[config.mk]
export PLATFORM = sky130hd
export DESIGN_NAME = viterbi_hard_decision_decoder_flat
export DESIGN_NICKNAME = d
export VERILOG_FILES = /design/src/hdl/vhd_pkg.sv /design/src/hdl/vhd_if.sv /design/src/hdl/vhd_ram.sv /design/src/hdl/vhd_front.sv /design/src/hdl/vhd_back.sv /design/src/hdl/viterbi_hard_decision_decoder.sv /design/src/flat_wrapper.sv
export SDC_FILE = /design/constraint.sdc
export NUM_CORES = 1
export LEC_CHECK = 0
export ABC_AREA = 1
export BUFFER_PORTS_ARGS = -buffer_cell sky130_fd_sc_hd__buf_2
export CORE_UTILIZATION = 57
export DETAILED_ROUTE_END_ITERATION = 10
export PLACE_DENSITY = 0.76
export SETUP_SLACK_MARGIN = 0.5
export SLEW_MARGIN = 10
export SYNTH_ARGS = -nofsm -noshare
export SYNTH_HDL_FRONTEND = slang
export SYNTH_HIERARCHICAL = 1
export SYNTH_SLANG_ARGS = --single-unit
[constraint.sdc]
create_clock -name clk -period 16.65 [get_ports clk]
set_input_delay 3.33 -clock clk [delete_from_list [all_inputs] [get_ports clk]]
set_output_delay 3.33 -clock clk [all_outputs]
set_load 0.01 [all_outputs]
[src/hdl/vhd_pkg.sv]
`timescale 1ns / 1ps
package vhd_pkg;
  localparam int REG_NEXT_STATE = 0;
  localparam int REG_EXPECTED = 1;
  localparam int TABLE_W = 16;
  localparam int METRIC_MAX = 255;

  typedef struct packed {
    logic rx0;
    logic rx1;
    logic eof;
  } stage_item_t;

  typedef struct packed {
    logic decoded_bit;
    logic [5:0] stage_index;
    logic last_of_run;
    logic [6:0] frame_length;
    logic overflow;
  } result_t;

  // Returns the 2-bit field of a packed table for one (state,input) entry.
  function automatic logic [1:0] table_field(input logic [TABLE_W-1:0] tbl,
                                             input logic [3:0] e);
    logic [1:0] r;
    r = 2'd0;
    if (e < 4'd8) begin
      r = tbl[{e[2:0], 1'b0} +: 2];
    end
    return r;
  endfunction
endpackage

[src/hdl/vhd_if.sv]
`timescale 1ns / 1ps
interface vhd_in_if;
  logic valid;
  logic ready;
  logic first_bit;
  logic second_bit;
  logic end_of_frame;
  modport source (output valid, first_bit, second_bit, end_of_frame, input ready);
  modport sink (input valid, first_bit, second_bit, end_of_frame, output ready);
endinterface

interface vhd_out_if;
  logic valid;
  logic ready;
  logic decoded_bit;
  logic [5:0] stage_index;
  logic last_of_run;
  logic [6:0] frame_length;
  logic overflow;
  modport source (output valid, decoded_bit, stage_index, last_of_run, frame_length,
                  overflow, input ready);
  modport sink (input valid, decoded_bit, stage_index, last_of_run, frame_length,
                overflow, output ready);
endinterface

interface vhd_cfg_if;
  logic valid;
  logic ready;
  logic [0:0] index;
  logic [15:0] data;
  modport source (output valid, index, data, input ready);
  modport sink (input valid, index, data, output ready);
endinterface

[src/hdl/vhd_ram.sv]
`timescale 1ns / 1ps
module vhd_ram #(
  parameter int WIDTH = 8,
  parameter int DEPTH = 256
) (
  input  logic                     clk,
  input  logic                     we,
  input  logic [$clog2(DEPTH)-1:0] waddr,
  input  logic [WIDTH-1:0]         wdata,
  input  logic [$clog2(DEPTH)-1:0] raddr,
  output logic [WIDTH-1:0]         rdata
);
  logic [WIDTH-1:0] mem [DEPTH];

  always_ff @(posedge clk) begin
    if (we) begin
      mem[waddr] <= wdata;
    end
    rdata <= mem[raddr];
  end
endmodule

[src/hdl/vhd_front.sv]
`timescale 1ns / 1ps
module vhd_front (
  input  logic                 clk,
  input  logic                 rst,
  vhd_in_if.sink               in_ch,
  output logic                 q_valid,
  input  logic                 q_ready,
  output vhd_pkg::stage_item_t q_item
);
  import vhd_pkg::*;

  // Two-entry queue decouples acceptance from ACS/traceback.
  stage_item_t buf_q [2];
  logic [1:0]  count;
  logic        rd_ptr;
  logic        wr_ptr;
  logic        push;
  logic        pop;

  assign in_ch.ready = (count != 2'd2);
  assign push = in_ch.valid && in_ch.ready;
  assign q_valid = (count != 2'd0);
  assign pop = q_valid && q_ready;
  assign q_item = buf_q[rd_ptr];

  always_ff @(posedge clk) begin
    if (push) begin
      buf_q[wr_ptr] <= '{rx0: in_ch.first_bit, rx1: in_ch.second_bit,
                         eof: in_ch.end_of_frame};
    end
    if (rst) begin
      count <= 2'd0;
      rd_ptr <= 1'b0;
      wr_ptr <= 1'b0;
    end else begin
      if (push) wr_ptr <= ~wr_ptr;
      if (pop) rd_ptr <= ~rd_ptr;
      count <= count + {1'b0, push} - {1'b0, pop};
    end
  end
endmodule

[src/hdl/vhd_back.sv]
`timescale 1ns / 1ps
module vhd_back #(
  parameter int N_STATES = 4,
  parameter int MAX_STAGES = 64
) (
  input  logic                 clk,
  input  logic                 rst,
  vhd_cfg_if.sink              cfg,
  input  logic                 q_valid,
  output logic                 q_ready,
  input  vhd_pkg::stage_item_t q_item,
  vhd_out_if.source            out_ch
);
  import vhd_pkg::*;

  localparam int SW = (N_STATES > 1) ? $clog2(N_STATES) : 1;
  localparam int TW = $clog2(MAX_STAGES);
  localparam int AW = $clog2(MAX_STAGES * N_STATES);
  localparam int CW = $clog2(MAX_STAGES + 1);
  localparam int DEPTH = 1 << AW;

  typedef enum logic [3:0] {
    S_IDLE  = 4'b0001,
    S_ACS   = 4'b0010,
    S_READ  = 4'b0100,
    S_EMIT  = 4'b1000
  } state_t;

  state_t state;
  logic [TABLE_W-1:0] ns_tbl, eo_tbl;
  logic [7:0] metric [N_STATES];
  logic [N_STATES-1:0] reach;
  logic [7:0] new_metric [N_STATES];
  logic [N_STATES-1:0] new_reach;
  logic [7:0] fin_metric [N_STATES];
  logic [N_STATES-1:0] fin_reach;
  logic [SW-1:0] prev_s;
  logic [CW-1:0] stage_count;
  logic ovf;
  logic [1:0] rx;
  logic eof;
  logic [TW-1:0] t;
  logic [SW-1:0] st;
  logic [CW-1:0] run_len;
  logic run_ovf;

  logic we;
  logic [AW-1:0] waddr, raddr;
  logic [SW:0] wdata, rdata;

  // Both branches of prev_s are evaluated here; ACS commits them one branch at a time.
  logic [3:0] e0, e1;
  logic [1:0] n0, n1, d0, d1;
  logic [8:0] m0, m1;
  logic [7:0] s0, s1;
  logic v0, v1, take0, take1_over0, same;
  logic [SW-1:0] t0, t1;

  always_comb begin
    e0 = 4'({prev_s, 1'b0});
    e1 = 4'({prev_s, 1'b1});
    n0 = table_field(ns_tbl, e0);
    n1 = table_field(ns_tbl, e1);
    d0 = rx ^ table_field(eo_tbl, e0);
    d1 = rx ^ table_field(eo_tbl, e1);
    m0 = {1'b0, metric[prev_s]} + {8'd0, d0[0]} + {8'd0, d0[1]};
    m1 = {1'b0, metric[prev_s]} + {8'd0, d1[0]} + {8'd0, d1[1]};
    s0 = m0[8] ? 8'(METRIC_MAX) : m0[7:0];
    s1 = m1[8] ? 8'(METRIC_MAX) : m1[7:0];
    v0 = reach[prev_s] && ({2'b00, n0} < 4'(N_STATES));
    v1 = reach[prev_s] && ({2'b00, n1} < 4'(N_STATES));
    t0 = SW'(n0);
    t1 = SW'(n1);
    take0 = v0 && (!new_reach[t0] || s0 < new_metric[t0]);
    same = (n0 == n1);
    if (same && take0) begin
      take1_over0 = v1 && (s1 < s0);
    end else begin
      take1_over0 = v1 && (!new_reach[t1] || s1 < new_metric[t1]);
    end
  end

  // Metrics and reach flags at the end of a stage, including the last branch.
  always_comb begin
    fin_reach = new_reach;
    for (int i = 0; i < N_STATES; i++) fin_metric[i] = new_metric[i];
    if (take1_over0) begin
      fin_reach[t1] = 1'b1;
      fin_metric[t1] = s1;
    end
  end

  logic [SW-1:0] clr_s;
  logic clr_phase;

  // Two writes per prev state can happen; the clear phase of ACS first clears this stage's
  // survivor row sequentially, then branches are written one per cycle.
  logic acs_branch;

  always_comb begin
    we = 1'b0;
    waddr = {AW{1'b0}};
    wdata = '0;
    if (state == S_ACS) begin
      if (clr_phase) begin
        we = 1'b1;
        waddr = AW'(stage_count * N_STATES + {{(CW-SW){1'b0}}, clr_s});
      end else if (!acs_branch ? take0 : take1_over0) begin
        we = 1'b1;
        waddr = AW'(stage_count * N_STATES + {{(CW-SW){1'b0}},
                    (!acs_branch ? t0 : t1)});
        wdata = {prev_s, acs_branch};
      end
    end
    raddr = AW'({{(AW-TW){1'b0}}, t} * N_STATES + st);
  end

  vhd_ram #(.WIDTH(SW + 1), .DEPTH(DEPTH)) u_surv (
    .clk(clk), .we(we), .waddr(waddr), .wdata(wdata), .raddr(raddr), .rdata(rdata)
  );

  assign q_ready = (state == S_IDLE);
  assign cfg.ready = 1'b1;

  always_ff @(posedge clk) begin
    if (rst) begin
      state <= S_IDLE;
      ns_tbl <= '0;
      eo_tbl <= '0;
      reach <= N_STATES'(1);
      stage_count <= '0;
      ovf <= 1'b0;
      out_ch.valid <= 1'b0;
      for (int i = 0; i < N_STATES; i++) metric[i] <= 8'd0;
    end else begin
      if (cfg.valid) begin
        if (cfg.index == 1'(REG_NEXT_STATE)) ns_tbl <= cfg.data;
        else eo_tbl <= cfg.data;
      end
      case (state)
        S_IDLE: begin
          if (q_valid) begin
            rx <= {q_item.rx1, q_item.rx0};
            eof <= q_item.eof;
            if (stage_count < CW'(MAX_STAGES)) begin
              state <= S_ACS;
              clr_phase <= 1'b1;
              clr_s <= '0;
              prev_s <= '0;
              acs_branch <= 1'b0;
              new_reach <= '0;
              for (int i = 0; i < N_STATES; i++) new_metric[i] <= 8'd0;
            end else begin
              ovf <= 1'b1;
              if (q_item.eof) begin
                state <= (stage_count == '0) ? S_IDLE : S_READ;
                run_len <= stage_count;
                run_ovf <= 1'b1;
                t <= TW'(stage_count - 1'b1);
                st <= '0;
              end
            end
          end
        end
        S_ACS: begin
          if (clr_phase) begin
            if (clr_s == SW'(N_STATES - 1)) clr_phase <= 1'b0;
            else clr_s <= clr_s + 1'b1;
          end else begin
            if (!acs_branch) begin
              if (take0) begin
                new_reach[t0] <= 1'b1;
                new_metric[t0] <= s0;
              end
              acs_branch <= 1'b1;
            end else begin
              if (take1_over0) begin
                new_reach[t1] <= 1'b1;
                new_metric[t1] <= s1;
              end
              acs_branch <= 1'b0;
              if (prev_s == SW'(N_STATES - 1)) begin
                state <= eof ? S_READ : S_IDLE;
                stage_count <= stage_count + 1'b1;
                reach <= fin_reach;
                for (int i = 0; i < N_STATES; i++) metric[i] <= fin_metric[i];
                run_len <= stage_count + 1'b1;
                run_ovf <= ovf;
                t <= TW'(stage_count);
                st <= '0;
              end else begin
                prev_s <= prev_s + 1'b1;
              end
            end
          end
        end
        S_READ: begin
          state <= S_EMIT;
        end
        S_EMIT: begin
          if (!out_ch.valid) begin
            out_ch.valid <= 1'b1;
            out_ch.decoded_bit <= rdata[0];
            out_ch.stage_index <= 6'(t);
            out_ch.last_of_run <= (t == '0);
            out_ch.frame_length <= 7'(run_len);
            out_ch.overflow <= run_ovf;
          end else if (out_ch.ready) begin
            out_ch.valid <= 1'b0;
            if (out_ch.last_of_run) begin
              state <= S_IDLE;
              stage_count <= '0;
              ovf <= 1'b0;
              reach <= N_STATES'(1);
              for (int i = 0; i < N_STATES; i++) metric[i] <= 8'd0;
            end else begin
              t <= t - 1'b1;
              st <= (rdata[SW:1] < SW'(N_STATES - 1) ||
                     rdata[SW:1] == SW'(N_STATES - 1)) ? rdata[SW:1] : '0;
              state <= S_READ;
            end
          end
        end
        default: state <= S_IDLE;
      endcase
    end
  end
endmodule

[src/hdl/viterbi_hard_decision_decoder.sv]
`timescale 1ns / 1ps
// Each stage runs an ACS pass: a clear phase over its survivor row, then both branches of every state in turn.
// A frame end adds a traceback through S_READ and S_EMIT per decoded bit, stalling while the output is not ready.
// One stage is decoded per ACS pass; input stalls during ACS and traceback once the two-entry queue is full.
// Reset (rst, synchronous, active high) clears tables, metrics, counters and queue.
// Survivor memory needs no clearing pass; each stage row is cleared on its ACS pass.
module viterbi_hard_decision_decoder #(
  parameter int N_STATES = 4,
  parameter int MAX_STAGES = 64
) (
  input logic       clk,
  input logic       rst,
  vhd_cfg_if.sink   cfg,
  vhd_in_if.sink    in_ch,
  vhd_out_if.source out_ch
);
  import vhd_pkg::*;

  logic        q_valid;
  logic        q_ready;
  stage_item_t q_item;

  vhd_front u_front (
    .clk(clk), .rst(rst), .in_ch(in_ch),
    .q_valid(q_valid), .q_ready(q_ready), .q_item(q_item)
  );

  vhd_back #(.N_STATES(N_STATES), .MAX_STAGES(MAX_STAGES)) u_back (
    .clk(clk), .rst(rst), .cfg(cfg),
    .q_valid(q_valid), .q_ready(q_ready), .q_item(q_item), .out_ch(out_ch)
  );
endmodule
[src/flat_wrapper.sv]
// flat-port wrapper written by rule: the top's interface ports become plain ports
module viterbi_hard_decision_decoder_flat import vhd_pkg::*;
#(
  parameter int N_STATES = 4,
  parameter int MAX_STAGES = 64
)
  (clk, rst, cfg_valid, cfg_index, cfg_data, cfg_ready, in_ch_valid, in_ch_first_bit, in_ch_second_bit, in_ch_end_of_frame, in_ch_ready, out_ch_valid, out_ch_decoded_bit, out_ch_stage_index, out_ch_last_of_run, out_ch_frame_length, out_ch_overflow, out_ch_ready);
  vhd_cfg_if cfg_i ();
  vhd_in_if in_ch_i ();
  vhd_out_if out_ch_i ();
  input logic clk;
  input logic rst;
  input wire logic [$bits(cfg_i.valid)-1:0] cfg_valid;
  input wire logic [$bits(cfg_i.index)-1:0] cfg_index;
  input wire logic [$bits(cfg_i.data)-1:0] cfg_data;
  output wire logic [$bits(cfg_i.ready)-1:0] cfg_ready;
  input wire logic [$bits(in_ch_i.valid)-1:0] in_ch_valid;
  input wire logic [$bits(in_ch_i.first_bit)-1:0] in_ch_first_bit;
  input wire logic [$bits(in_ch_i.second_bit)-1:0] in_ch_second_bit;
  input wire logic [$bits(in_ch_i.end_of_frame)-1:0] in_ch_end_of_frame;
  output wire logic [$bits(in_ch_i.ready)-1:0] in_ch_ready;
  output wire logic [$bits(out_ch_i.valid)-1:0] out_ch_valid;
  output wire logic [$bits(out_ch_i.decoded_bit)-1:0] out_ch_decoded_bit;
  output wire logic [$bits(out_ch_i.stage_index)-1:0] out_ch_stage_index;
  output wire logic [$bits(out_ch_i.last_of_run)-1:0] out_ch_last_of_run;
  output wire logic [$bits(out_ch_i.frame_length)-1:0] out_ch_frame_length;
  output wire logic [$bits(out_ch_i.overflow)-1:0] out_ch_overflow;
  input wire logic [$bits(out_ch_i.ready)-1:0] out_ch_ready;
  assign cfg_i.valid = cfg_valid;
  assign cfg_i.index = cfg_index;
  assign cfg_i.data = cfg_data;
  assign cfg_ready = cfg_i.ready;
  assign in_ch_i.valid = in_ch_valid;
  assign in_ch_i.first_bit = in_ch_first_bit;
  assign in_ch_i.second_bit = in_ch_second_bit;
  assign in_ch_i.end_of_frame = in_ch_end_of_frame;
  assign in_ch_ready = in_ch_i.ready;
  assign out_ch_valid = out_ch_i.valid;
  assign out_ch_decoded_bit = out_ch_i.decoded_bit;
  assign out_ch_stage_index = out_ch_i.stage_index;
  assign out_ch_last_of_run = out_ch_i.last_of_run;
  assign out_ch_frame_length = out_ch_i.frame_length;
  assign out_ch_overflow = out_ch_i.overflow;
  assign out_ch_i.ready = out_ch_ready;
  viterbi_hard_decision_decoder #(.N_STATES(N_STATES), .MAX_STAGES(MAX_STAGES)) u_core (.clk(clk), .rst(rst), .cfg(cfg_i), .in_ch(in_ch_i), .out_ch(out_ch_i));
endmodule
==> flow_summary_export.csv <==
group,metric,value,unit
run_status,status,"completed",
synth,synth-seq-cells,942,
routing,num_vias,30030,
power_and_ir_drop,p_total,6.29,mW
cells_and_area,layout-drive-gt1-share,7.50,%
critical_path,critPathMaxStageDelay,0.85,ns
placement,portBuffers,42,
power_and_ir_drop,power_density,138,nW/um2
critical_path,critPathLaunchType,"register",
floorplanning,die_area,74900,um2
routing,routedWlPerCell,20.7,um
sta,fmax,0.131,GHz
sta,worst_pin_slew,1.21,ns
sta,maxSlewHeadroom,19.6,%
synth,synthArstFlopShare,0,%
floorplanning,die_y,274,um
clock_network,cts_tree,"done",
floorplanning,die_w,274,um
power_and_ir_drop,leakage,16.2,nW
floorplanning,coreArea,73000,um2
critical_path,r2r_start,"u_core/u_back/prev_s[0]",
global_routing,grt_pass1_vias,28474,
sta,finalCriticalPeriod,7.65,ns
placement,finalWeightedCongestion,0.925,
clock_network,clock_sinks,942,
sta,finalMaxSlewViolations,0,
clock_network,root_buffer,"clkbuf_16",
routing,wl,104,mm
critical_path,crit_buf_inv,5,
critical_path,required,16.94,ns
sta,hold_viol,0,
global_routing,grt_max_degree,207,
synth,synth_cell_types,59,
routing,viasPerCell,5.95,
sta,fin_skew,0.0287,ns
cells_and_area,final_nets,4069,
clock_network,clk_latency,0.66,ns
cells_and_area,layout_common_cells,"nand2_1 (1111), edfxtp_1 (867), nand3_1 (794)",
synth,synth-edff-count,867,
routing,postRouteAntennaNets,0,
sta,setup_viol,0,
placement,placed_area,42400,um2
placement,dp_hpwl,62.8,mm
cells_and_area,fin_area,45600,um2
global_routing,grt.overflow.total,0,
clock_network,cts_made_buffers,94,
critical_path,cp_cell_sequence,"inv_2 > o21ai_0 > o22ai_1 > xor2_1 > fa_1 > ha_1 > nand2_1 > nor2_1 > nor3_1 > inv_1 > ha_1 > nand2_1 > nor2_1 > a211oi_1 > nand2_2 > nand4_1 > nand2_2 > nor2_8 > o21ai_4 > nor3_2 > buf_4 > buf_4 > buf_4",
routing,drt_iter0_drc,3819,
sta,period_share,45.9,%
global_routing,antenna_found_initial,4,
synth,netlist_instances,4081,
clock_network,htreeDepth,3,
global_routing,grtUsageTotal,27.8,%
routing,drc,0,
clock_network,ctsHoldBuffers,0,
critical_path,cp_common_cell,"buf_4",
critical_path,worst-endpoint-arrival,7.93,ns
critical_path,cp_top_family,"buffers and inverters",
critical_path,reg2reg_slack,9.00,ns
critical_path,endpoint,"u_core/u_back/u_surv/mem[215][2]",
clock_network,post_cts_buffers,0,
synth,synth_seq_area_share,65.5,%
floorplanning,rows,99,
critical_path,end_kind,"register",
sta,finalSetupTns,0,ns
placement,place_inst,4877,
cells_and_area,fin_cells,5050,
clock_network,clk_path_buf_depth,3,
critical_path,rr_endpoint,"u_core/u_back/u_surv/mem[215][2]",
critical_path,crit_cells,23,
job,drv_cap,0,
critical_path,rr_worst_depth,23,
floorplanning,ioPinCount,44,
power_and_ir_drop,irDropWorstVdd,0.157,mV
critical_path,critPathKind,"register to register",
critical_path,slowest_stage,"buf_4",
sta,rsz0062_at_grt,"false",
cells_and_area,antennaDiodeCount,0,
cells_and_area,final_common_cell,"nand2_1",
synth,netlist_area,42100,um2
synth,yosysWarnings,6,
critical_path,path_max_fanout,97,
synth,syn_nets,4136,
global_routing,grt_pass1_wl,160,mm
synth,avgSynthCellArea,10.3,um2
floorplanning,initial_core_util,57.6,%
cells_and_area,syn_to_final_growth,8.36,%
routing,drt-pass1-iter-count,6,
critical_path,worstSetupStartpoint,"u_core/u_back/prev_s[0]",
synth,synth_ff_type,"edfxtp_1",
clock_network,path_clk_slew,0.06,ns
worst_hold_path,hp-class,"register to register",
clock_network,cts_resized,0,
-- state kept, by name, summed over array words and instances (netlist names), 3 cells and up, named ones only --
signal,count
u_core/u_back/eo_tbl,16
u_core/u_back/metric,32
u_core/u_back/new_metric,32
u_core/u_back/new_reach,4
u_core/u_back/ns_tbl,16
u_core/u_back/out_ch.frame_length,7
u_core/u_back/out_ch.stage_index,6
u_core/u_back/reach,4
u_core/u_back/run_len,7
u_core/u_back/stage_count,7
u_core/u_back/state,4
u_core/u_back/t,6
u_core/u_back/u_surv/mem,768
u_core/u_back/u_surv/rdata,3
u_core/u_front/buf_q,6
-- synth_stat cells (all sizes together) (2+ instances only) --
| library cell | n | area share (%) |
|---|---|---|
| or2 | 3 | 0.045 |
| clkinv | 4 | 0.036 |
| o2111ai | 3 | 0.062 |
| nor2 | 464 | 4.4 |
| nand3 | 803 | 9.7 |
| o22ai | 15 | 0.22 |
| clkbuf | 67 | 0.60 |
| buf | 169 | 2.8 |
| xor2 | 14 | 0.29 |
| o21ai | 102 | 1.2 |
| edfxtp | 867 | 62 |
| fa | 2 | 0.095 |
| o221ai | 3 | 0.062 |
| nor3b | 3 | 0.054 |
| a22oi | 3 | 0.054 |
| nor3 | 14 | 0.18 |
| a221o | 5 | 0.12 |
| a211oi | 8 | 0.14 |
| o211ai | 2 | 0.059 |
| xnor2 | 2 | 0.042 |
| a31oi | 4 | 0.095 |
| mux2 | 3 | 0.080 |
| nand4 | 5 | 0.10 |
| nor4 | 3 | 0.059 |
| ha | 28 | 0.83 |
| dfxtp | 75 | 3.6 |
| nand2 | 1137 | 10 |
| a21oi | 70 | 0.83 |
| o21bai | 3 | 0.054 |
| inv | 191 | 1.7 |
-- layer usage --
metal	wire (um)	vias to the layer above	track usage, %
met5	9	-	0
met3	10000	273	4.66
met4	3490	2	10.1
li1	-	13863	-
met2	51100	1563	46.5
met1	39700	14329	36.7
-- report_power, final --
part           total (mW)  internal (mW)  switching (mW)
registers            2.67           2.62          0.0507
clock network        2.18           1.29           0.892
logic                1.44          0.417            1.02
-- cell families (layout without fill, tap and decap cells) --
| logic type | Yosys count | count (layout) | share of synthesized area, % |
|---|---|---|---|
| other | 1 | 1 | 0.00892 |
| XOR/XNOR | 16 | 16 | 0.333 |
| buffers and inverters | 431 | 441 | 5.13 |
| multiplexers | 4 | 4 | 0.104 |
| flip-flops | 942 | 942 | 65.5 |
| adder cells (fa/ha/maj) | 30 | 30 | 0.928 |
| AO/OA/AOI/OAI | 222 | 222 | 3.03 |
| AND/OR/NAND/NOR | 2435 | 2435 | 25.0 |
-- how the worst min path moves through the flow --
stage                                  startpoint                                    to  slack (ns)  cells past startpoint
detailed placement       u_core/u_back/run_len[1]  u_core/u_back/out_ch.frame_length[1]        0.41                      0
CTS                      u_core/u_back/run_len[1]  u_core/u_back/out_ch.frame_length[1]        0.42                      0
finish                   u_core/u_back/run_len[1]  u_core/u_back/out_ch.frame_length[1]        0.42                      0
floorplan           u_core/u_back/u_surv/rdata[0]      u_core/u_back/out_ch.decoded_bit        0.39                      0
global route             u_core/u_back/run_len[1]  u_core/u_back/out_ch.frame_length[1]        0.42                      0
global placement         u_core/u_back/run_len[1]  u_core/u_back/out_ch.frame_length[1]        0.40                      0
-- cell type report --
type | count | area, um2
Timing Repair Buffer | 73 | 468
Multi-Input combinational cell | 2708 | 12400
Sequential cell | 942 | 27500
Clock buffer | 121 | 2590
Fill cell | 5583 | 27400
Tap cell | 959 | 1200
Clock inverter | 52 | 637
Inverter | 195 | 756
-- metrics by stage --
| stage | utilization (%) | hold WS (ns) | setup slack [ns] |
|---|---|---|---|
| detailed placement | 58.0 | 0.405 | 9.24 |
| floorplan | - | 0.386 | 1.16 |
| global placement | 58.0 | 0.402 | 9.41 |
| global route | 62.5 | 0.422 | 8.53 |
| CTS | 62.5 | 0.419 | 9.19 |
| finish | 62.5 | 0.417 | 9.00 |
(Power assumes the default switching activity.)
